**src/rtl/psc_queue.sv**
```systemverilog
// ----------------------------------------------------------------------------
// psc_queue
// Short FIFO between the front and the back.
// ----------------------------------------------------------------------------
module psc_queue #(
    parameter int WIDTH = 32,
    parameter int DEPTH = 2,
    localparam int PTR_W = (DEPTH > 1) ? $clog2(DEPTH) : 1,
    localparam int CNT_W = $clog2(DEPTH + 1)
) (
    input  logic             aclk,
    input  logic             aresetn,
    input  logic             push,
    input  logic [WIDTH-1:0] push_data,
    output logic             full,
    output logic             out_valid,
    input  logic             out_ready,
    output logic [WIDTH-1:0] out_data
);

    logic [WIDTH-1:0] slot_reg [DEPTH];
    logic [PTR_W-1:0] wr_ptr_reg, wr_ptr_next;
    logic [PTR_W-1:0] rd_ptr_reg, rd_ptr_next;
    logic [CNT_W-1:0] count_reg, count_next;
    logic             pop;

    assign full      = (count_reg == CNT_W'(DEPTH));
    assign out_valid = (count_reg != '0);
    assign out_data  = slot_reg[rd_ptr_reg];
    assign pop       = out_valid && out_ready;

    // Advance pointers and count
    always_comb begin
        wr_ptr_next = wr_ptr_reg;
        rd_ptr_next = rd_ptr_reg;
        count_next  = count_reg;
        if (push) begin
            wr_ptr_next = (wr_ptr_reg == PTR_W'(DEPTH - 1)) ? '0 : wr_ptr_reg + 1'b1;
        end
        if (pop) begin
            rd_ptr_next = (rd_ptr_reg == PTR_W'(DEPTH - 1)) ? '0 : rd_ptr_reg + 1'b1;
        end
        if (push && !pop) begin
            count_next = count_reg + 1'b1;
        end else if (pop && !push) begin
            count_next = count_reg - 1'b1;
        end
    end

    always_ff @(posedge aclk) begin
        if (!aresetn) begin
            wr_ptr_reg <= '0;
            rd_ptr_reg <= '0;
            count_reg  <= '0;
        end else begin
            wr_ptr_reg <= wr_ptr_next;
            rd_ptr_reg <= rd_ptr_next;
            count_reg  <= count_next;
        end
    end

    // Store the pushed item
    always_ff @(posedge aclk) begin
        if (push) begin
            slot_reg[wr_ptr_reg] <= push_data;
        end
    end

endmodule

```
**config.mk**
```make
export PLATFORM = sky130hd
export DESIGN_NAME = psc_queue
export DESIGN_NICKNAME = d
export VERILOG_FILES = /design/src/rtl/psc_queue.sv
export SDC_FILE = /design/constraint.sdc
export NUM_CORES = 1
export LEC_CHECK = 0
export ABC_AREA = 1
export BUFFER_PORTS_ARGS = -buffer_cell sky130_fd_sc_hd__buf_2
export CAP_MARGIN = 5
export CELL_PAD_IN_SITES_DETAIL_PLACEMENT = 0
export CELL_PAD_IN_SITES_GLOBAL_PLACEMENT = 1
export CORE_ASPECT_RATIO = 1.75
export CORE_MARGIN = 4
export CORE_UTILIZATION = 35
export CTS_CLUSTER_DIAMETER = 100
export CTS_CLUSTER_SIZE = 40
export DETAILED_ROUTE_END_ITERATION = 16
export PLACE_DENSITY = 0.75
export SLEW_MARGIN = 10
export SYNTH_ARGS = -nofsm -noshare
export SYNTH_HDL_FRONTEND = slang
export SYNTH_SLANG_ARGS = --single-unit
```
**constraint.sdc**
```tcl
create_clock -name aclk -period 5.14 [get_ports aclk]
set_input_delay 1.028 -clock aclk [delete_from_list [all_inputs] [get_ports aclk]]
set_output_delay 1.028 -clock aclk [all_outputs]
set_load 0.02 [all_outputs]
```
* Word level (Yosys, flattened, before mapping)
Memories as Yosys holds them, arrays and structs flattened. A register that Yosys moved wholly into a read port is not among the register bits.
Cells that the tools add are included.
** Word-level totals
- Memory bits (writable) :: 64
- Bits in read-only memories :: 0
- Output and inout port bits :: 34
- Logic and storage cells :: 24
- Input port bits :: 36
- Latch bits :: 0
- Memories kept :: 1
- Flip-flop bits (word level) :: 4
** Operators by class
- Multiply operators :: 0
- Divide/modulo/power cells :: 0
- Shifts and indexed selects :: 0
- Bitwise operators :: 0
- Reductions and logical operators :: 7
- Equality and inequality tests :: 1
- Mux-type cells :: 8
- Order comparisons :: 0
- Add/sub/neg operators :: 4
** Memories
- slot_reg :: depth 2, width 32, rd ports 1, clocked after memory_dff 1, wr ports 1, line 21 : logic [WIDTH-1:0] slot_reg [DEPTH];
** Operators with widths (count)
- two-way mux 1 bit :: 6
- two-way mux 2 bit :: 2
- nonzero test 2 bit :: 2
- logical AND 1 bit :: 3
- adder 1 bit (second input constant) :: 2
- adder 2 x 1 -> 2 bit (second input constant) :: 1
- == test 2 bit (second input constant) :: 1
- logical NOT 1 bit :: 2
- subtractor 2 x 1 -> 2 bit (second input constant) :: 1

* Longest topological paths before layout
Gate-level depths: netlist (run 1).
- Depth in word-level cells :: 5
- Depth in mapped cells :: 9
- Gate-level depth less buffers :: 9

* Worst setup path before layout (run 1)
No wires, ideal clock.
- Path type :: input to register
- Start :: input port push
- End :: memory slot_reg[0][0] (enable)
- Library setup time :: 0.422 ns
- Data arrival time :: 2.417 ns
- Buffers on the path :: 0
- Setup slack :: 2.301 ns
- Data required time :: 4.718 ns
- Cell stages on the path :: 2
- Cells stage by stage :: inv_1 nor2_1
** On the way
- Cells in the longest elaborated chain, start to end :: 2
** RTL lines
- start, declared :: line 13 : input logic push,
- two-way mux 1 bit :: line 64 : if (push) begin
- two-way mux 1 bit (not written as such) :: line 65 : slot_reg[wr_ptr_reg] <= push_data;
- end, declared :: line 21
No other way between the ends.

==> flow_metrics.env, run 1 <==
export IMPL_status="finished, final reports clean"
export IMPL_yosysTopAreaCell="edfxtp_1"
export IMPL_grt_util_met2_pct=17.6
export IMPL_ys_types=15
export IMPL_worstMarginPinSlew_ps=1050
export IMPL_cts_tree="built"
export IMPL_hold_class="reg2reg"
export IMPL_cap_violations=0
export IMPL_setup_viol=0
export IMPL_power_density_mw_per_mm2=441
export IMPL_grt_overflow=0
export IMPL_start_kind="flip-flop"
export IMPL_routed_via_density=4.42
export IMPL_row_count=42
export IMPL_cts_buffers=9
export IMPL_syn_area_mm2=0.00270
export IMPL_synth_seq_cells=69
export IMPL_cts_sinks=69
export IMPL_wl_per_cell_um=14.3
export IMPL_synth_area_leaders="edfxtp_1 71%, mux2_4 17%, dfxtp_1 3.7%, buf_12 2.2%, nand2_1 1.3%"
export IMPL_clockRootBuffer="clkbuf_16"
export IMPL_hold_buffers=0
export IMPL_gp_congestion=0.699
export IMPL_dpl_hpwl_um=3020
export IMPL_yosysWarnings=0
export IMPL_wl_um=4390
export IMPL_drt_pass1_iter_count=4
export IMPL_antenna_found_initial=0
export IMPL_num_io_pins=70
export IMPL_hold_viol_final=0
export IMPL_grt_setup_unrepaired="false"
export IMPL_fin_skew_ps=2.15
export IMPL_seqCellArea_mm2=0.00202
export IMPL_syn_to_final_growth_pct=26.2
export IMPL_end_kind="output pin"
export IMPL_syn_inst=136
export IMPL_track_usage_pct=10.3
export IMPL_slew_headroom_pct=30.1
export IMPL_fmax_mhz=339
export IMPL_syn_area_per_cell_um2=19.9
export IMPL_fin_setup_tns_ps=0
export IMPL_drtAntennaViolNets=0
export IMPL_start_util_pct=35.7
export IMPL_vias=1352
export IMPL_clkTransAtPathRegs_ps=50
export IMPL_post_route_drc_count=0
export IMPL_p_leak_nw=1.39
export IMPL_clk_latency_ps=320
export IMPL_ir_drop_mv=0.306
export IMPL_place_ws_ps=2480
export IMPL_drv_slew=0
export IMPL_gr_max_usage_layer="met2"
export IMPL_multiInputGateArea_um2=586
export IMPL_core_area_mm2=0.00757
export IMPL_grt_pass1_wl_um=6720
export IMPL_dieArea_mm2=0.00924
export IMPL_layout_nets=250
export IMPL_nFillCells=707
export IMPL_cts_setup_buffers=0
export IMPL_htreeDepth=3
export IMPL_die_w_um=74.4
export IMPL_crit_type="reg2out"
export IMPL_cp_required_ps=4110
export IMPL_min_period_ps=2950
export IMPL_arrival_ps=1920
export IMPL_finalCritPeriodShare_pct=57.3
export IMPL_seq_area_frac_synth_pct=74.8
export IMPL_yosys_area_top_type_share_pct=71.1
export IMPL_die_y_um=124
export IMPL_syn_nets=173
export IMPL_grt_pass1_vias=1409
export IMPL_antennaDiodeCount=0
export IMPL_io_buffer_count=69
export IMPL_met1_usage_pct=9.56
export IMPL_drive_above_1_share_pct=53.7
export IMPL_largest_reg_flops=64
export IMPL_gr_usage_met3_pct=4.45
export IMPL_clock_path_buffers=2
export IMPL_grt_max_degree=33
export IMPL_worst_slack_ps=2190
export IMPL_cp_max_fo=32
export IMPL_drtIter0Drc=61
export IMPL_cts_resized=0
[synth_stat cells (all sizes together)]
master / n
nand4: 1
mux2: 32
dfxtp: 5
o21a: 1
o21ai: 1
a21oi: 1
edfxtp: 64
nand2: 9
ha: 1
nor2: 8
nand3: 1
inv: 8
buf: 4
[routing by layer]
metal | wire length (um) | vias up | share of wire (%)
met5 | 0 | - | 0
met4 | 110 | 0 | 2.5
met3 | 308 | 8 | 7.0
met2 | 2410 | 39 | 55
met1 | 1560 | 643 | 36
li1 | - | 662 | -
[worst paths after layout]
check             cells past startpoint              end  slack [ps]        from
setup / recovery                      2     out_data[11]        2190   flip-flop
hold / removal                        2        flip-flop         510  rd_ptr_reg
setup reg to reg                      3  slot_reg[1][20]        3530  wr_ptr_reg
hold reg to reg                       2        flip-flop         510  rd_ptr_reg
[metrics by stage]
step / power (mW) / instance area, um2 / std cells / hold WS, ps / util, %
floorplan: 0.844 / 2700 / 136 / 467 / -
global placement: 0.894 / 3100 / 290 / 479 / 41.0
detailed placement: 0.899 / 3100 / 290 / 498 / 41.0
CTS: 1.53 / 3410 / 306 / 513 / 45.0
global route: 1.56 / 3410 / 306 / 547 / 45.0
finish: 1.50 / 3410 / 306 / 508 / 45.0
[area by class of cell]
type / count / share of cell area, %
Tap cell: 88 / 3.23
Inverter: 8 / 0.881
Clock inverter: 6 / 2.28
Multi-Input combinational cell: 55 / 17.2
Timing Repair Buffer: 70 / 10.4
Clock buffer: 10 / 6.72
Sequential cell: 69 / 59.4
[power by group]
group	total, mW	switching [mW]	internal (mW)	leakage [nW]
Combinational	0.200	0.102	0.0987	0.598
Sequential	0.681	0.0294	0.652	0.643
Clock	0.620	0.202	0.419	0.151
Total	1.50	0.333	1.17	1.39
[cells by family (layout without fill, tap and decap cells)]
kind of cell	Yosys count	after routing	synth area share [%]
mux	32	32	17.5
flops	69	69	74.8
simple gates	19	19	2.78
fa+ha+maj	1	1	0.463
buf+inv	12	94	3.75
compound gates	3	3	0.648
[placed cells by master (no fill, tap or decap), drive strengths merged]
cell type / n
a21oi: 1
nand3: 1
edfxtp: 64
o21a: 1
nand4: 1
clkbuf: 10
bufinv: 2
nor2: 8
buf: 70
mux2: 32
ha: 1
dfxtp: 5
o21ai: 1
clkinv: 4
nand2: 9
inv: 8
[critical path, cell delays in order (launching register included)]
cell	delay [ps]
dfxtp_2	1020
mux2_2	420
buf_2	160
Note: power is estimated with default switching activity, not from simulation.
==> run 2: changes to the inputs <==
- clock period: 5.14 -> 2.8 ns (I/O delays scaled with it)
==> run 2 against run 1 <==
Combinational power grew 97%. Register-to-register slack lost 2200 ps. Cell area grew 0.11%. Clock-buffer cell count grew 5. Worst hold slack lost 79 ps. Global-route usage shrank 0.099 points. Critical path depth grew 1. Via count shrank 1.5%. First-iteration DRC count shrank 38%. Total power grew 76%. Clock skew grew 1.8 ps. Wire length shrank 1.0%. Critical endpoint is now out_data[12]. Highest routed layer unchanged.
==> flow_metrics.env, run 2 (same netlist as run 1, synthesis figures left out) <==
export IMPL_dpl_hpwl_um=3140
export IMPL_drtAntennaViolNets=0
export IMPL_status="finished, final reports clean"
export IMPL_cts_resized=0
export IMPL_core_area_mm2=0.00757
export IMPL_fmax_mhz=437
export IMPL_swShare_pct=22.5
export IMPL_grt_setup_unrepaired="false"
export IMPL_r2r_end="slot_reg[0][9]"
export IMPL_crit_buf_inv=2
export IMPL_cts_tree="built"
export IMPL_final_cell_mix="69 x buf_2, 64 x edfxtp_1, 30 x mux2_4"
export IMPL_end_kind="output pin"
export IMPL_layout_commonest_cell="buf_2"
export IMPL_rr_startpoint="wr_ptr_reg"
export IMPL_start_kind="flip-flop"
export IMPL_vias=1332
export IMPL_routed_via_density=4.32
export IMPL_min_period_ps=2290
export IMPL_setup_viol=0
export IMPL_p_leak_nw=1.39
export IMPL_cts_buffers=9
export IMPL_cap_violations=0
export IMPL_worst_r2r_cell_count=2
export IMPL_die_w_um=74.4
export IMPL_p_clk_share_pct=38.7
export IMPL_largest_reg_flops=64
export IMPL_hold_buffers=0
export IMPL_seq_power_share_pct=46.5
export IMPL_grt_pass1_wl_um=6650
export IMPL_combinationalPowerShare_pct=14.8
export IMPL_syn_to_final_growth_pct=26.3
export IMPL_worstMarginPinSlew_ps=598
export IMPL_row_count=42
export IMPL_hold_viol_final=0
export IMPL_clkTransAtPathRegs_ps=50
export IMPL_crit_type="reg2out"
export IMPL_slew_headroom_pct=60.1
export IMPL_cp_required_ps=2240
export IMPL_arrival_ps=1730
export IMPL_power_density_mw_per_mm2=777
export IMPL_finalCritPeriodShare_pct=81.6
export IMPL_reg2reg_slack_ps=1330
export IMPL_grt_pass1_vias=1420
export IMPL_antennaDiodeCount=0
export IMPL_stdcell_count=308
export IMPL_drive_above_1_share_pct=54.1
export IMPL_cts_setup_buffers=0
export IMPL_wl_um=4340
export IMPL_dpl_cell_count=292
export IMPL_fin_skew_ps=3.91
export IMPL_clock_path_buffers=2
export IMPL_htreeDepth=3
export IMPL_cpPeakStageDelay_ps=640
export IMPL_hold_end="slot_reg[0][31]"
export IMPL_nFillCells=702
export IMPL_crit_chain="buf_12, mux2_2, buf_2"
export IMPL_grt_max_degree=33
export IMPL_whs_path_depth=1
export IMPL_fin_setup_tns_ps=0
export IMPL_io_buffer_count=69
export IMPL_drt_pass1_iter_count=2
export IMPL_start_util_pct=35.7
export IMPL_track_usage_pct=10.2
export IMPL_cp_max_fo=18
export IMPL_gp_congestion=0.665
export IMPL_layout_nets=252
export IMPL_cts_sinks=69
export IMPL_power_internal_mw=2.05
export IMPL_dieArea_mm2=0.00924
export IMPL_clockRootBuffer="clkbuf_16"
export IMPL_die_y_um=124
export IMPL_hold_class="in2reg"
export IMPL_grt_overflow=0
export IMPL_drtIter0Drc=38
export IMPL_clk_latency_ps=320
export IMPL_ir_drop_mv=0.355
export IMPL_drv_slew=0
export IMPL_num_io_pins=70
export IMPL_antenna_found_initial=0
export IMPL_cp_top_family="flip-flops"
export IMPL_cpMaxStageDelayCell="dfxtp_2"
export IMPL_post_route_drc_count=0
export IMPL_min_from="push_data[31]"
export IMPL_p_sw_uw=597
export IMPL_wl_per_cell_um=14.1
## run 2: worst max path at each step
stage / endpoint / slack, ps / cells after the start / startpoint
floorplan: slot_reg[0][0] / 430 / 2 / push
global placement: out_data[12] / 820 / 3 / flip-flop
detailed placement: out_data[12] / 810 / 3 / flip-flop
CTS: out_data[12] / 450 / 3 / flip-flop
global route: out_data[12] / 420 / 3 / flip-flop
finish: out_data[12] / 510 / 3 / flip-flop
## run 2: stage by stage
stage	area (um2)	utilization [%]	worst slack (ps)	hold WS (ps)	power, mW
global placement	3130	41.4	820	482	1.65
global route	3410	45.1	419	417	2.77
floorplan	2700	-	429	467	1.55
finish	3410	45.1	514	429	2.65
CTS	3410	45.1	450	407	2.70
detailed placement	3130	41.4	811	491	1.66
## run 2: metal layers
layer  up-vias  global-route usage (%)  share of wire, %
met1       613                    9.23                34
met5         -                       0                 0
met3        12                    4.05               6.6
met2        40                    18.0                57
met4         0                    5.97               2.5
li1        667                       -                 -
## run 2: worst register-to-register path: cells and delay by family (launching register included)
kind,cells,cell delay (ps)
buffers and inverters,1,330
DFF,1,340
and+or+nand+nor,1,500
## run 2: final cells by class
| type | count | area, um2 | area share (%) |
|---|---|---|---|
| clock inverters | 1 | 5.00 | 0.147 |
| inverters | 8 | 30.0 | 0.880 |
| well taps | 88 | 110 | 3.23 |
| multi-input cells | 55 | 586 | 17.2 |
| flip-flops and latches | 69 | 2020 | 59.3 |
| repair buffers | 72 | 380 | 11.1 |
| clock buffers | 15 | 278 | 8.14 |
## run 2: power groups by stage
stage,sequential (mW),clock [mW],combinational [mW]
2_1_floorplan,1.23,0,0.318
3_3_place_gp,1.25,0,0.397
3_5_place_dp,1.25,0,0.401
4_1_cts,1.23,1.07,0.403
5_1_grt,1.24,1.11,0.424
6_report,1.23,1.02,0.393
