File: config.mk
export PLATFORM = sky130hd
export DESIGN_NAME = psc_back
export DESIGN_NICKNAME = d
export VERILOG_FILES = /design/src/rtl/psc_pkg.sv /design/src/rtl/psc_back.sv
export SDC_FILE = /design/constraint.sdc
export NUM_CORES = 1
export LEC_CHECK = 0
export ABC_AREA = 1
export BUFFER_PORTS_ARGS = -buffer_cell sky130_fd_sc_hd__clkbuf_2
export CAP_MARGIN = 25
export CORE_ASPECT_RATIO = 0.8
export CORE_UTILIZATION = 51
export DETAILED_ROUTE_END_ITERATION = 6
export PLACE_DENSITY_LB_ADDON = 0.25
export SKIP_CTS_REPAIR_TIMING = 1
export SLEW_MARGIN = 10
export SYNTH_ARGS = -nofsm -noshare
export SYNTH_HDL_FRONTEND = slang
export SYNTH_SLANG_ARGS = --single-unit
File: constraint.sdc
create_clock -name aclk -period 3.2 [get_ports aclk]
set_clock_uncertainty 0.05 [all_clocks]
set_input_delay 0.32 -clock aclk [delete_from_list [all_inputs] [get_ports aclk]]
set_output_delay 0.32 -clock aclk [all_outputs]
set_load 0.02 [all_outputs]
File: src/rtl/psc_pkg.sv
// ----------------------------------------------------------------------------
// psc_pkg
// Shared types and constants for the page sharing conflict filter.
// ----------------------------------------------------------------------------
package psc_pkg;

    // Field widths fixed by the interface
    localparam int TID_W  = 3;
    localparam int ADDR_W = 64;
    localparam int REQ_W  = 2;
    localparam int CFG_W  = 4;

    // Defaults for the top-level parameters
    localparam int THREADS_DEF         = 8;
    localparam int PAGE_INDEX_BITS_DEF = 20;
    localparam int PAGE_SHIFT_DEF      = 12;

    // Entries in the queue between the front and the back
    localparam int QUEUE_DEPTH_DEF = 2;

    // Reset value of the active thread count register
    localparam logic [CFG_W-1:0] ACTIVE_THREADS_RESET = 4'd8;

    // Request kinds
    typedef enum logic [REQ_W-1:0] {
        REQ_REC_LOAD    = 2'd0,
        REQ_REC_STORE   = 2'd1,
        REQ_MATCH_LOAD  = 2'd2,
        REQ_MATCH_STORE = 2'd3
    } req_type_t;

endpackage

File: src/rtl/psc_back.sv
// ----------------------------------------------------------------------------
// psc_back
// Walks a conflict mask lowest bit first and emits one result per set bit.
// ----------------------------------------------------------------------------
module psc_back #(
    parameter int THREADS  = 8,
    localparam int ROW_W   = 2 * THREADS,
    localparam int IDX_W   = $clog2(ROW_W),
    localparam int Q_W     = psc_pkg::TID_W + psc_pkg::ADDR_W + ROW_W
) (
    input  logic                        aclk,
    input  logic                        aresetn,
    input  logic                        q_valid,
    output logic                        q_ready,
    input  logic [Q_W-1:0]              q_data,
    output logic                        m_valid,
    input  logic                        m_ready,
    output logic [psc_pkg::TID_W-1:0]   m_requester_thread,
    output logic [psc_pkg::ADDR_W-1:0]  m_echoed_address,
    output logic [psc_pkg::TID_W-1:0]   m_other_thread,
    output logic                        m_conflict_kind,
    output logic                        m_last_of_run
);
    import psc_pkg::*;

    logic [ROW_W-1:0]  mask_reg;
    logic [TID_W-1:0]  tid_reg;
    logic [ADDR_W-1:0] addr_reg;

    logic              m_valid_reg;
    logic [TID_W-1:0]  req_tid_reg;
    logic [ADDR_W-1:0] echo_addr_reg;
    logic [TID_W-1:0]  other_reg;
    logic              kind_reg;
    logic              last_reg;

    logic [ROW_W-1:0]  low_bit;
    logic [IDX_W-1:0]  low_idx;
    logic              emit;
    logic              load;

    // Isolate the lowest pending conflict and its position
    assign low_bit = mask_reg & (~mask_reg + 1'b1);
    always_comb begin
        low_idx = '0;
        for (int j = 0; j < ROW_W; j++) begin
            if (low_bit[j]) begin
                low_idx = low_idx | IDX_W'(j);
            end
        end
    end

    assign q_ready = (mask_reg == '0);
    assign load    = q_valid && q_ready;
    assign emit    = (mask_reg != '0) && (!m_valid_reg || m_ready);

    // Take a new mask or retire the lowest bit
    always_ff @(posedge aclk) begin
        if (!aresetn) begin
            mask_reg    <= '0;
            m_valid_reg <= 1'b0;
        end else begin
            if (load) begin
                mask_reg <= q_data[ROW_W-1:0];
            end else if (emit) begin
                mask_reg <= mask_reg & ~low_bit;
            end
            if (emit) begin
                m_valid_reg <= 1'b1;
            end else if (m_ready) begin
                m_valid_reg <= 1'b0;
            end
        end
    end

    // Hold the item being walked and the output payload
    always_ff @(posedge aclk) begin
        if (load) begin
            tid_reg  <= q_data[Q_W-1 -: TID_W];
            addr_reg <= q_data[ROW_W +: ADDR_W];
        end
        if (emit) begin
            req_tid_reg   <= tid_reg;
            echo_addr_reg <= addr_reg;
            other_reg     <= TID_W'(low_idx >> 1);
            kind_reg      <= low_idx[0];
            last_reg      <= ((mask_reg & ~low_bit) == '0);
        end
    end

    assign m_valid            = m_valid_reg;
    assign m_requester_thread = req_tid_reg;
    assign m_echoed_address   = echo_addr_reg;
    assign m_other_thread     = other_reg;
    assign m_conflict_kind    = kind_reg;
    assign m_last_of_run      = last_reg;

endmodule

### Yosys cells after proc, flatten, opt, wreduce, memory -nomap -nowiden

Index checks and enable logic that the tools add are counted.

* logic and storage cells: 45
* register bits after elaboration: 156

* $add $sub $neg: 1
* mux-type cells: 17
* bitwise logic cells: 4
* reduce and logical (&&, ||, !) cells: 12

Operators with widths (count)
* 16-bit bitwise AND: 2
* 16-bit logical NOT: 2
* 16-bit 2-to-1 mux: 2
* 16-bit NOT: 2
* 4-bit 2-to-1 mux: 6
* 16-bit by 1-bit adder with 16-bit output, second input constant: 1
* 16-bit nonzero test: 1
* 3-bit 2-to-1 mux: 4
* 8-bit OR reduction: 1
* 2-bit 2-to-1 mux: 2
* 2-bit nonzero test: 2
* 4-bit OR reduction: 1
* 1-bit 2-to-1 mux: 3
* 1-bit logical AND: 2
* 2-bit OR reduction: 1
* 1-bit logical NOT: 1
* 1-bit logical OR: 1

### Logic depth before layout (Yosys ltp)

Gate-level depths: netlist (run 1).

* word-level depth: 16
* gate-level depth with buffers: 10

### Worst setup path after synthesis (run 1)

No wires, ideal clock.

* path kind: register to register
* start: reg mask_reg[4]
* end: reg kind_reg (netlist: m_conflict_kind), enable pin
* arrival time: 2.380 ns
* path buffers: 1
* cell stages (with the launch flop): 8
* library setup time: 0.426 ns
* clock period less this slack: 2.856 ns
* setup slack: 0.344 ns
* cells stage by stage: dfxtp_1 nor2_1 nand2_1 nor2_8 nand2_4 nand2_4 buf_6 inv_1

* cells in the longest elaborated chain, start to end: 2

RTL lines
* start: declaration: RTL line psc_back.sv:26 `logic [ROW_W-1:0] mask_reg;`
* start signal: assignment: RTL line psc_back.sv:64 `mask_reg <= q_data[ROW_W-1:0];`
* start signal: assignment: RTL line psc_back.sv:66 `mask_reg <= mask_reg & ~low_bit;`
* 16-bit nonzero test: RTL line psc_back.sv:55 `assign emit = (mask_reg != '0) && (!m_valid_reg || m_ready);`
* 1-bit logical AND: RTL line psc_back.sv:55
* via emit: RTL line psc_back.sv:39 `logic emit;`
* end signal: assignment: RTL line psc_back.sv:86 `kind_reg <= low_idx[0];`
* end: declaration: RTL line psc_back.sv:34 `logic kind_reg;`

The timed path passes the listed nets, and every way through them passes these cells.
A chain may end at the register's enable or synchronous reset.

### Final worst setup path (run 1)

* start: reg mask_reg[8]
* end: reg addr_reg[44], enable pin

* cells in the longest elaborated chain, start to end: 2

RTL lines
* 16-bit logical NOT: RTL line psc_back.sv:53 `assign q_ready = (mask_reg == '0);`
* 1-bit logical AND: RTL line psc_back.sv:54 `assign load = q_valid && q_ready;`
* via load: RTL line psc_back.sv:40 `logic load;`
* end signal: assignment: RTL line psc_back.sv:80 `addr_reg <= q_data[ROW_W +: ADDR_W];`
* end: declaration: RTL line psc_back.sv:28 `logic [ADDR_W-1:0] addr_reg;`

The timed path passes the listed nets, and every way through them passes these cells.

==> results of run 1 <==
-- cell usage in the layout (no fill, tap or decap), drive strengths merged --
master and count:
nand3b 6, inv 31, o21ai 7, nand3 21, nor2 57, bufinv 2
clkbuf 178, edfxtp 139, clkinvlp 3, nand4 14, buf 3, dfxtp 17
clkinv 4, nor3 1, o211ai 2, a21oi 5, nand2 78
-- per-stage QoR --
stage / worst slack, ns / util [%] / hold WS, ns / power (mW) / instance area, µm²
6_report: 0.7420 / 68.52 / 0.03136 / 7.966 / 7186
5_1_grt: 0.5112 / 68.52 / 0.002676 / 8.377 / 7186
4_1_cts: 0.7295 / 68.52 / 0.009716 / 8.027 / 7186
3_5_place_dp: 0.7387 / 62.88 / 0.3545 / 6.044 / 6595
3_3_place_gp: 0.8156 / 62.88 / 0.3504 / 5.987 / 6595
2_1_floorplan: 0.3444 / - / 0.3503 / 5.220 / 5640
-- power by group --
group	internal, mW	total (mW)	switching, mW
Clock	1.17	1.98	0.809
Combinational	0.710	2.54	1.83
Sequential	3.20	3.45	0.250
-- layout make-up --
cell class / count / area, µm² / area share, %
repair buffers: 163 / 848.3 / 11.81
clock inverters: 14 / 161.4 / 2.246
flip-flops and latches: 156 / 4514 / 62.82
multi-input cells: 191 / 959.7 / 13.36
inverters: 26 / 97.59 / 1.358
clock buffers: 18 / 429.2 / 5.972
well taps: 140 / 175.2 / 2.438
-- cell families after synthesis --
kind of cell | share of synthesized area [%]
AOI/OAI and AO/OA | 1.331
buffers and inverters | 2.950
and+or+nand+nor | 15.68
DFF | 80.04
-- worst register-to-register path, stage by stage, from the launching register on --
cell and delay [ns]:
dfxtp_1 0.38, nor2_4 0.22, nand2_4 0.10, nor2_8 0.25, nand3_4 0.31, inv_2 0.51, buf_4 0.33
-- worst max path at each step --
stage                           start              end  slack (ns)
after CTS                 mask_reg[4]     addr_reg[44]        0.73
after global routing      mask_reg[7]     addr_reg[44]        0.51
after floorplan           mask_reg[4]  m_conflict_kind        0.34
final                     mask_reg[8]     addr_reg[44]        0.74
after global placement    mask_reg[4]     addr_reg[37]        0.82
after detailed placement  mask_reg[7]     addr_reg[44]        0.74
-- per-layer routing --
| layer | share of wire (%) | global-route usage [%] | vias to the layer above |
|---|---|---|---|
| met2 | 46 | 29.58 | 160 |
| met5 | 0.12 | 0 | - |
| met4 | 1.6 | 8.958 | 2 |
| met1 | 45 | 27.11 | 1611 |
| li1 | - | - | 1699 |
| met3 | 7.7 | 6.872 | 15 |
-- Yosys cell counts --
library cell / count / area, µm²
edfxtp_1: 139 / 4174
nand2_1: 73 / 274.0
nor2_1: 52 / 195.2
inv_1: 25 / 93.84
dfxtp_1: 17 / 340.3
nand4_1: 14 / 87.58
nand3_1: 12 / 60.06
nand3_2: 8 / 80.08
o21ai_0: 7 / 35.03
nand3b_1: 6 / 45.04
a21oi_1: 5 / 25.02
buf_2: 4 / 20.02
buf_6: 4 / 45.04
nand2_4: 4 / 45.04
nor2_4: 2 / 22.52
nor2_8: 2 / 40.04
o211ai_1: 2 / 15.01
clkbuf_1: 1 / 3.750
inv_2: 1 / 3.750
nand2_2: 1 / 6.260
nand3_4: 1 / 17.52
nor2_2: 1 / 6.260
nor3_1: 1 / 5.000
==> results.json, run 1 <==
{
  "die_h_um": 96.06,
  "die_w_um": 119.6,
  "relSlewSlack_pct": 65.53,
  "slowest_stage": "inv_2",
  "startpoint_type": "flip-flop",
  "syn-num-nets": 469,
  "grt_pass1_wl_mm": 16.32,
  "crit_buf_inv": 2,
  "critPathMaxStageDelay_ns": 0.51,
  "dr.pass1.iters": 5,
  "yosys.cell_types.count": 23,
  "dieArea_um2": 11490,
  "fmax_mhz": 406.8,
  "r2r_cells": 6,
  "fin_nets": 642,
  "status": "completed",
  "worst_pin_slew_ns": 0.5163,
  "yosys_warnings": 0,
  "r2r-start": "mask_reg[8]",
  "drive_gt1_share_pct": 37.85,
  "diodes": 0,
  "wl_per_cell_um": 15.82,
  "rrSetupSlack_ns": 0.74,
  "gp_congestion": 0.9520,
  "place_inst": 676,
  "track_usage_pct": 20.04,
  "drt_iter0_drc": 312,
  "end_kind": "flip-flop",
  "hpwlAfterDp_mm": 7.987,
  "cts_buffers": 17,
  "worstPathRequired_ns": 3.25,
  "clock_latency_ns": 0.41,
  "path_clk_slew_ns": 0.06,
  "yosysSeqAreaShare_pct": 80.04,
  "row_count": 33,
  "finalWirelength_mm": 11.20,
  "cp_max_fo": 22,
  "grt_start_max_net_pins": 73,
  "drc": 0,
  "fin_crit_sh_pct": 76.81,
  "maxSlewViolCount": 0,
  "io_pins": 161,
  "p_leak_nw": 3.077,
  "crit_type": "reg -> reg",
  "path_depth": 6,
  "synthToLayoutAreaGrowth_pct": 27.40,
  "cts_tree": "done",
  "critical-path-top-delay-family": "simple AND/OR/NAND/NOR gates",
  "vias": 3487,
  "overflow": 0,
  "clk_path_buf_depth": 2,
  "io_buffers": 160,
  "hold_class": "in -> reg",
  "ys_ff_latch": 156,
  "grt_antenna_before_repair": 1,
  "rr_endpoint": "addr_reg[44]",
  "h-tree-depth": 4,
  "vdd_drop_max_uv": 740.9,
  "grt_pass1_vias": 3186,
  "fp.coreArea_um2": 10490,
  "synthesis.area_um2": 5640,
  "post_synth.cell_area_avg_um2": 14.77,
  "finalSetupViolCount": 0,
  "worstPathArrival_ns": 2.51,
  "min_from": "q_data[21]",
  "path_cells": "nor2_4 > nand2_4 > nor2_8 > nand3_4 > inv_2 > buf_4",
  "setup_tns_ns": 0,
  "power.density_nw_per_um2": 1109,
  "min_to": "addr_reg[5]",
  "viasPerCell": 4.925,
  "cts_root_buf": "clkbuf_16",
  "hold_viol": 0,
  "period_needed_ns": 2.458,
  "ant_nets": 0,
  "hold_path_depth": 1,
  "syn_inst": 382,
  "initial_core_util_pct": 53.78,
  "drv_cap": 0,
  "fillers": 765,
  "rsz0062_at_grt": "false",
  "cts_sinks": 156,
  "fin_cells": 708
}
Power figures use the tool's default switching activity.
==> run 2, diff against run 1 <==
Clock period 3.2 ns to 2.35 ns, I/O delays scaled along.
==> run 2 against run 1 <==
Effect of this change: global-route usage is 0.22 points higher; core utilization is 6.7 points higher; critical path depth stayed put; largest cell class unchanged.
==> results.json, run 2 (same netlist as run 1, synthesis figures left out) <==
{
  "clock_latency_ns": 0.42,
  "cp_max_fo": 18,
  "min_from": "q_data[0]",
  "grt_antenna_before_repair": 0,
  "fmax_mhz": 512.9,
  "track_usage_pct": 20.25,
  "path_cells": "nor2_4 > nand2_4 > nor2_8 > nand2_4 > inv_1 > clkbuf_2",
  "cp_common_cell": "nand2_4",
  "hold_viol": 0,
  "end_kind": "primary output",
  "worst_pin_slew_ns": 0.3995,
  "postPlaceCellArea_um2": 6653,
  "relSlewSlack_pct": 73.37,
  "r2r-start": "mask_reg[0]",
  "row_count": 33,
  "p_leak_nw": 3.347,
  "fin_crit_sh_pct": 82.96,
  "drt_iter0_drc": 240,
  "initial_core_util_pct": 53.78,
  "rsz0062_at_grt": "false",
  "vias": 3864,
  "drive_gt1_share_pct": 35.06,
  "hold_class": "in -> reg",
  "fin_cells": 776,
  "grt.met3_usage_pct": 4.858,
  "finalWirelength_mm": 13.38,
  "fin_nets": 710,
  "startpoint_type": "flip-flop",
  "drv_cap": 0,
  "finalInstanceArea_um2": 7888,
  "grt_pass1_vias": 3262,
  "fillers": 680,
  "die_h_um": 96.06,
  "period_needed_ns": 1.950,
  "crit_type": "reg -> out",
  "worstPathRequired_ns": 2.07,
  "drc": 0,
  "viasPerCell": 4.979,
  "path_clk_slew_ns": 0.06,
  "hold_path_depth": 3,
  "rrSetupSlack_ns": 0.42,
  "hpwlAfterDp_mm": 8.057,
  "finalSetupViolCount": 0,
  "detailedPlace.worstSlack_ns": 0.4442,
  "status": "completed",
  "cts_tree": "done",
  "h-tree-depth": 4,
  "overflow": 0,
  "mostFrequentLayoutCells": "clkbuf_2 (160), edfxtp_1 (139), nand2_1 (71), dlygate4sd3_1 (67), nor2_1 (49)",
  "io_pins": 161,
  "setup_ws_ns": 0.4004,
  "met1_usage_pct": 27.97,
  "rr_endpoint": "addr_reg[17]",
  "wl_per_cell_um": 17.25,
  "vdd_drop_max_uv": 830.5,
  "min_to": "mask_reg[0]",
  "gp_congestion": 0.8795,
  "place_inst": 677,
  "ant_nets": 0,
  "grt_pass1_wl_mm": 16.62,
  "crit_buf_inv": 2,
  "dr.pass1.iters": 4,
  "critical-path-top-delay-family": "simple AND/OR/NAND/NOR gates",
  "power.density_nw_per_um2": 1400,
  "slowest_stage": "dfxtp_1",
  "worstPathArrival_ns": 1.66,
  "cts_buffers": 17,
  "cts_sinks": 156,
  "r2r_cells": 6,
  "fp.coreArea_um2": 10490,
  "maxSlewViolCount": 0,
  "critPathMaxStageDelay_ns": 0.37,
  "die_w_um": 119.6,
  "grtUsageMet2_pct": 30.59,
  "setup_tns_ns": 0,
  "grt_busiest_layer": "met2",
  "synthToLayoutAreaGrowth_pct": 39.84,
  "grt_start_max_net_pins": 73,
  "io_buffers": 160,
  "diodes": 0,
  "clk_path_buf_depth": 2,
  "cts_root_buf": "clkbuf_16",
  "dieArea_um2": 11490,
  "mostFrequentLayoutCell": "clkbuf_2"
}
## run 2: how the worst max path moves through the flow
stage / from / endpoint / slack, ns / cells past startpoint
2_1_floorplan: mask_reg[7] / m_conflict_kind / -0.17 / 7
3_3_place_gp: mask_reg[7] / addr_reg[32] / 0.49 / 6
3_5_place_dp: mask_reg[0] / tid_reg[0] / 0.44 / 6
4_1_cts: mask_reg[0] / q_ready / 0.38 / 6
5_1_grt: mask_reg[13] / addr_reg[45] / 0.29 / 6
6_report: mask_reg[0] / q_ready / 0.40 / 6
## run 2: stage by stage
step / total power, mW / utilization [%] / hold WS, ns
after floorplan: 7.155 / - / 0.2839
after global placement: 8.235 / 63.43 / 0.3507
after detailed placement: 8.315 / 63.43 / 0.3545
after CTS: 10.88 / 68.81 / -0.06715
after global routing: 11.58 / 75.21 / 0.02651
final: 11.05 / 75.21 / 0.03760
## run 2: tightest hold or removal path: stages
cell and delay [ns]:
clkbuf_2 0.09, nand2_1 0.06, a21oi_1 0.06
## run 2: power by group
group          internal (mW)  total [mW]  switching [mW]  leakage [nW]
logic                   1.08        3.66            2.58          1.60
registers               4.36        4.75           0.394          1.48
clock network           1.48        2.63            1.15         0.267
total                   6.92        11.0            4.13          3.35
## run 2: layout make-up
type / count / area, µm² / area share, %
well taps: 140 / 175.2 / 2.221
repair buffers: 231 / 1539 / 19.51
multi-input cells: 191 / 985.9 / 12.50
flip-flops and latches: 156 / 4518 / 57.28
clock buffers: 18 / 429.2 / 5.441
clock inverters: 14 / 135.1 / 1.713
inverters: 26 / 105.1 / 1.332
## run 2: per-layer routing
metal,share of wire (%),vias to the layer above
li1,-,1832
met1,40,1830
met2,52,189
met3,6.8,13
met4,1.3,0
met5,0,-
==> run 3, diff against run 2 <==
Clock period 2.35 ns to 1.9 ns, I/O delays scaled along.
==> run 3 against run 2 <==
Effect of this change: the flow now finishes with violations (negative hold slack); sequential power is 24% higher; hold slack worse by 0.050 ns; wire length is 3.5% lower; non-clock buffer count is 11 higher; first-iteration DRC count is 49% higher; largest cell class unchanged; largest power group unchanged.
==> results.json, run 3 (same netlist as run 1, synthesis figures left out) <==
{
  "worstPathRequired_ns": 1.66,
  "violations": "negative hold slack",
  "crit_type": "reg -> out",
  "hpwlAfterDp_mm": 8.188,
  "power.density_nw_per_um2": 1727,
  "grt_start_max_net_pins": 47,
  "crit_buf_inv": 2,
  "overflow": 0,
  "clk_path_buf_depth": 2,
  "dr.pass1.iters": 4,
  "end_kind": "primary output",
  "slowest_stage": "dfxtp_2",
  "utilization_pct": 76.14,
  "ant_nets": 0,
  "io_pins": 161,
  "io_buffers": 160,
  "period_needed_ns": 1.808,
  "path_clk_slew_ns": 0.06,
  "postPlaceCellArea_um2": 6749,
  "drive_gt1_share_pct": 38.18,
  "grt_antenna_before_repair": 0,
  "drc": 0,
  "cp_max_fo": 9,
  "fin_cells": 787,
  "multiInputGateArea_um2": 985.9,
  "cts_sinks": 156,
  "cts_tree": "done",
  "fin_crit_sh_pct": 95.16,
  "h-tree-depth": 4,
  "row_count": 33,
  "critical-path-top-delay-family": "simple AND/OR/NAND/NOR gates",
  "fmax_mhz": 553.1,
  "track_usage_pct": 20.67,
  "hold_viol": 1,
  "maxSlewViolCount": 0,
  "wl_per_cell_um": 16.41,
  "rsz0062_at_grt": "false",
  "initial_core_util_pct": 53.78,
  "critPathMaxStageDelay_ns": 0.34,
  "finalSetupViolCount": 0,
  "startpoint_type": "flip-flop",
  "grt_pass1_wl_mm": 16.97,
  "fin_nets": 721,
  "place_inst": 686,
  "cts_buffers": 17,
  "path_cells": "nor2_1 > nand2_2 > nor2_8 > nand2_4 > inv_1 > clkbuf_2",
  "die_h_um": 96.06,
  "hold_class": "in -> reg",
  "gp_congestion": 1.038,
  "drv_cap": 0,
  "hold_slack_ns": -0.01213,
  "drt_iter0_drc": 357,
  "worst_pin_slew_ns": 0.3831,
  "diodes": 0,
  "fp.coreArea_um2": 10490,
  "vias": 3879,
  "fillers": 654,
  "finalWirelength_mm": 12.91,
  "setup_tns_ns": 0,
  "viasPerCell": 4.929,
  "regArea_um2": 4534,
  "p_total_mw": 13.79,
  "dieArea_um2": 11490,
  "status": "complete, but fails checks",
  "cts_root_buf": "clkbuf_16",
  "finalInstanceArea_um2": 7985,
  "vdd_drop_max_uv": 955.9,
  "p_leak_nw": 3.403,
  "mostFrequentLayoutCell": "clkbuf_2",
  "worstPathArrival_ns": 1.57,
  "clock_latency_ns": 0.42,
  "die_w_um": 119.6,
  "synthToLayoutAreaGrowth_pct": 41.57,
  "relSlewSlack_pct": 74.46,
  "grt_pass1_vias": 3235,
  "mostFrequentLayoutCells": "clkbuf_2 (160), edfxtp_1 (139), nand2_1 (71), dlygate4sd3_1 (67), nor2_1 (49)"
}
run 3: changes by cell type in the layout (fill, tap and decap cells not counted):
cell	change
bufinv_16	-1
clkinv_4	-1
inv_6	+1
dfxtp_1	-11
clkinv_1	-2
inv_8	+1
buf_4	+10
buf_12	+1
dfxtp_2	+10
clkinvlp_4	+1
clkinv_2	+1
dfxtp_4	+1
run 3: area by class of cell:
| cell class | instances | share of cell area (%) |
|---|---|---|
| repair buffers | 242 | 20.46 |
| flip-flops and latches | 156 | 56.78 |
| clock buffers | 18 | 5.374 |
| clock inverters | 14 | 1.520 |
| multi-input cells | 191 | 12.35 |
| well taps | 140 | 2.194 |
| inverters | 26 | 1.316 |
run 3: routing by layer:
metal  GRT usage (%)  up-vias  part of all wire, %
met1           28.65     1814                   42
met5               0        -                    0
li1                -     1853                    -
met2           30.25      194                   48
met4           7.708        0                  1.5
met3           7.287       18                  8.5
run 3: worst reg2reg max path: stages (launching register included):
cell and delay, ns:
dfxtp_2 0.34, nor2_1 0.16, nand2_2 0.12, nor2_8 0.21, nand2_4 0.10, nand2_8 0.15
clkinvlp_4 0.16, buf_12 0.21
run 3: stage by stage:
| step | setup slack, ns | hold slack (ns) |
|---|---|---|
| 2_1_floorplan | -0.6207 | 0.2389 |
| 3_3_place_gp | 0.1224 | 0.3172 |
| 3_5_place_dp | 0.06737 | 0.3186 |
| 4_1_cts | -0.01931 | -0.1167 |
| 5_1_grt | 0.002229 | 0.006850 |
| 6_report | 0.09202 | -0.01213 |
run 3: final timing paths:
check | start | endpoint | slack [ns] | cells after the start
worst max register to register | mask_reg[13] | m_other_thread[1] | 0.14 | 7
worst min-delay path | q_data[0] | mask_reg[0] | -0.01 | 3
worst max-delay path | mask_reg[13] | q_ready | 0.09 | 6
worst min register to register | addr_reg[33] | m_echoed_address[33] | 0.37 | 0
run 3: power by group:
part,leakage [nW],switching (mW),internal [mW]
sequential,1.48,0.471,5.40
clock,0.260,1.44,1.72
combinational,1.66,3.24,1.53
total,3.40,5.15,8.64
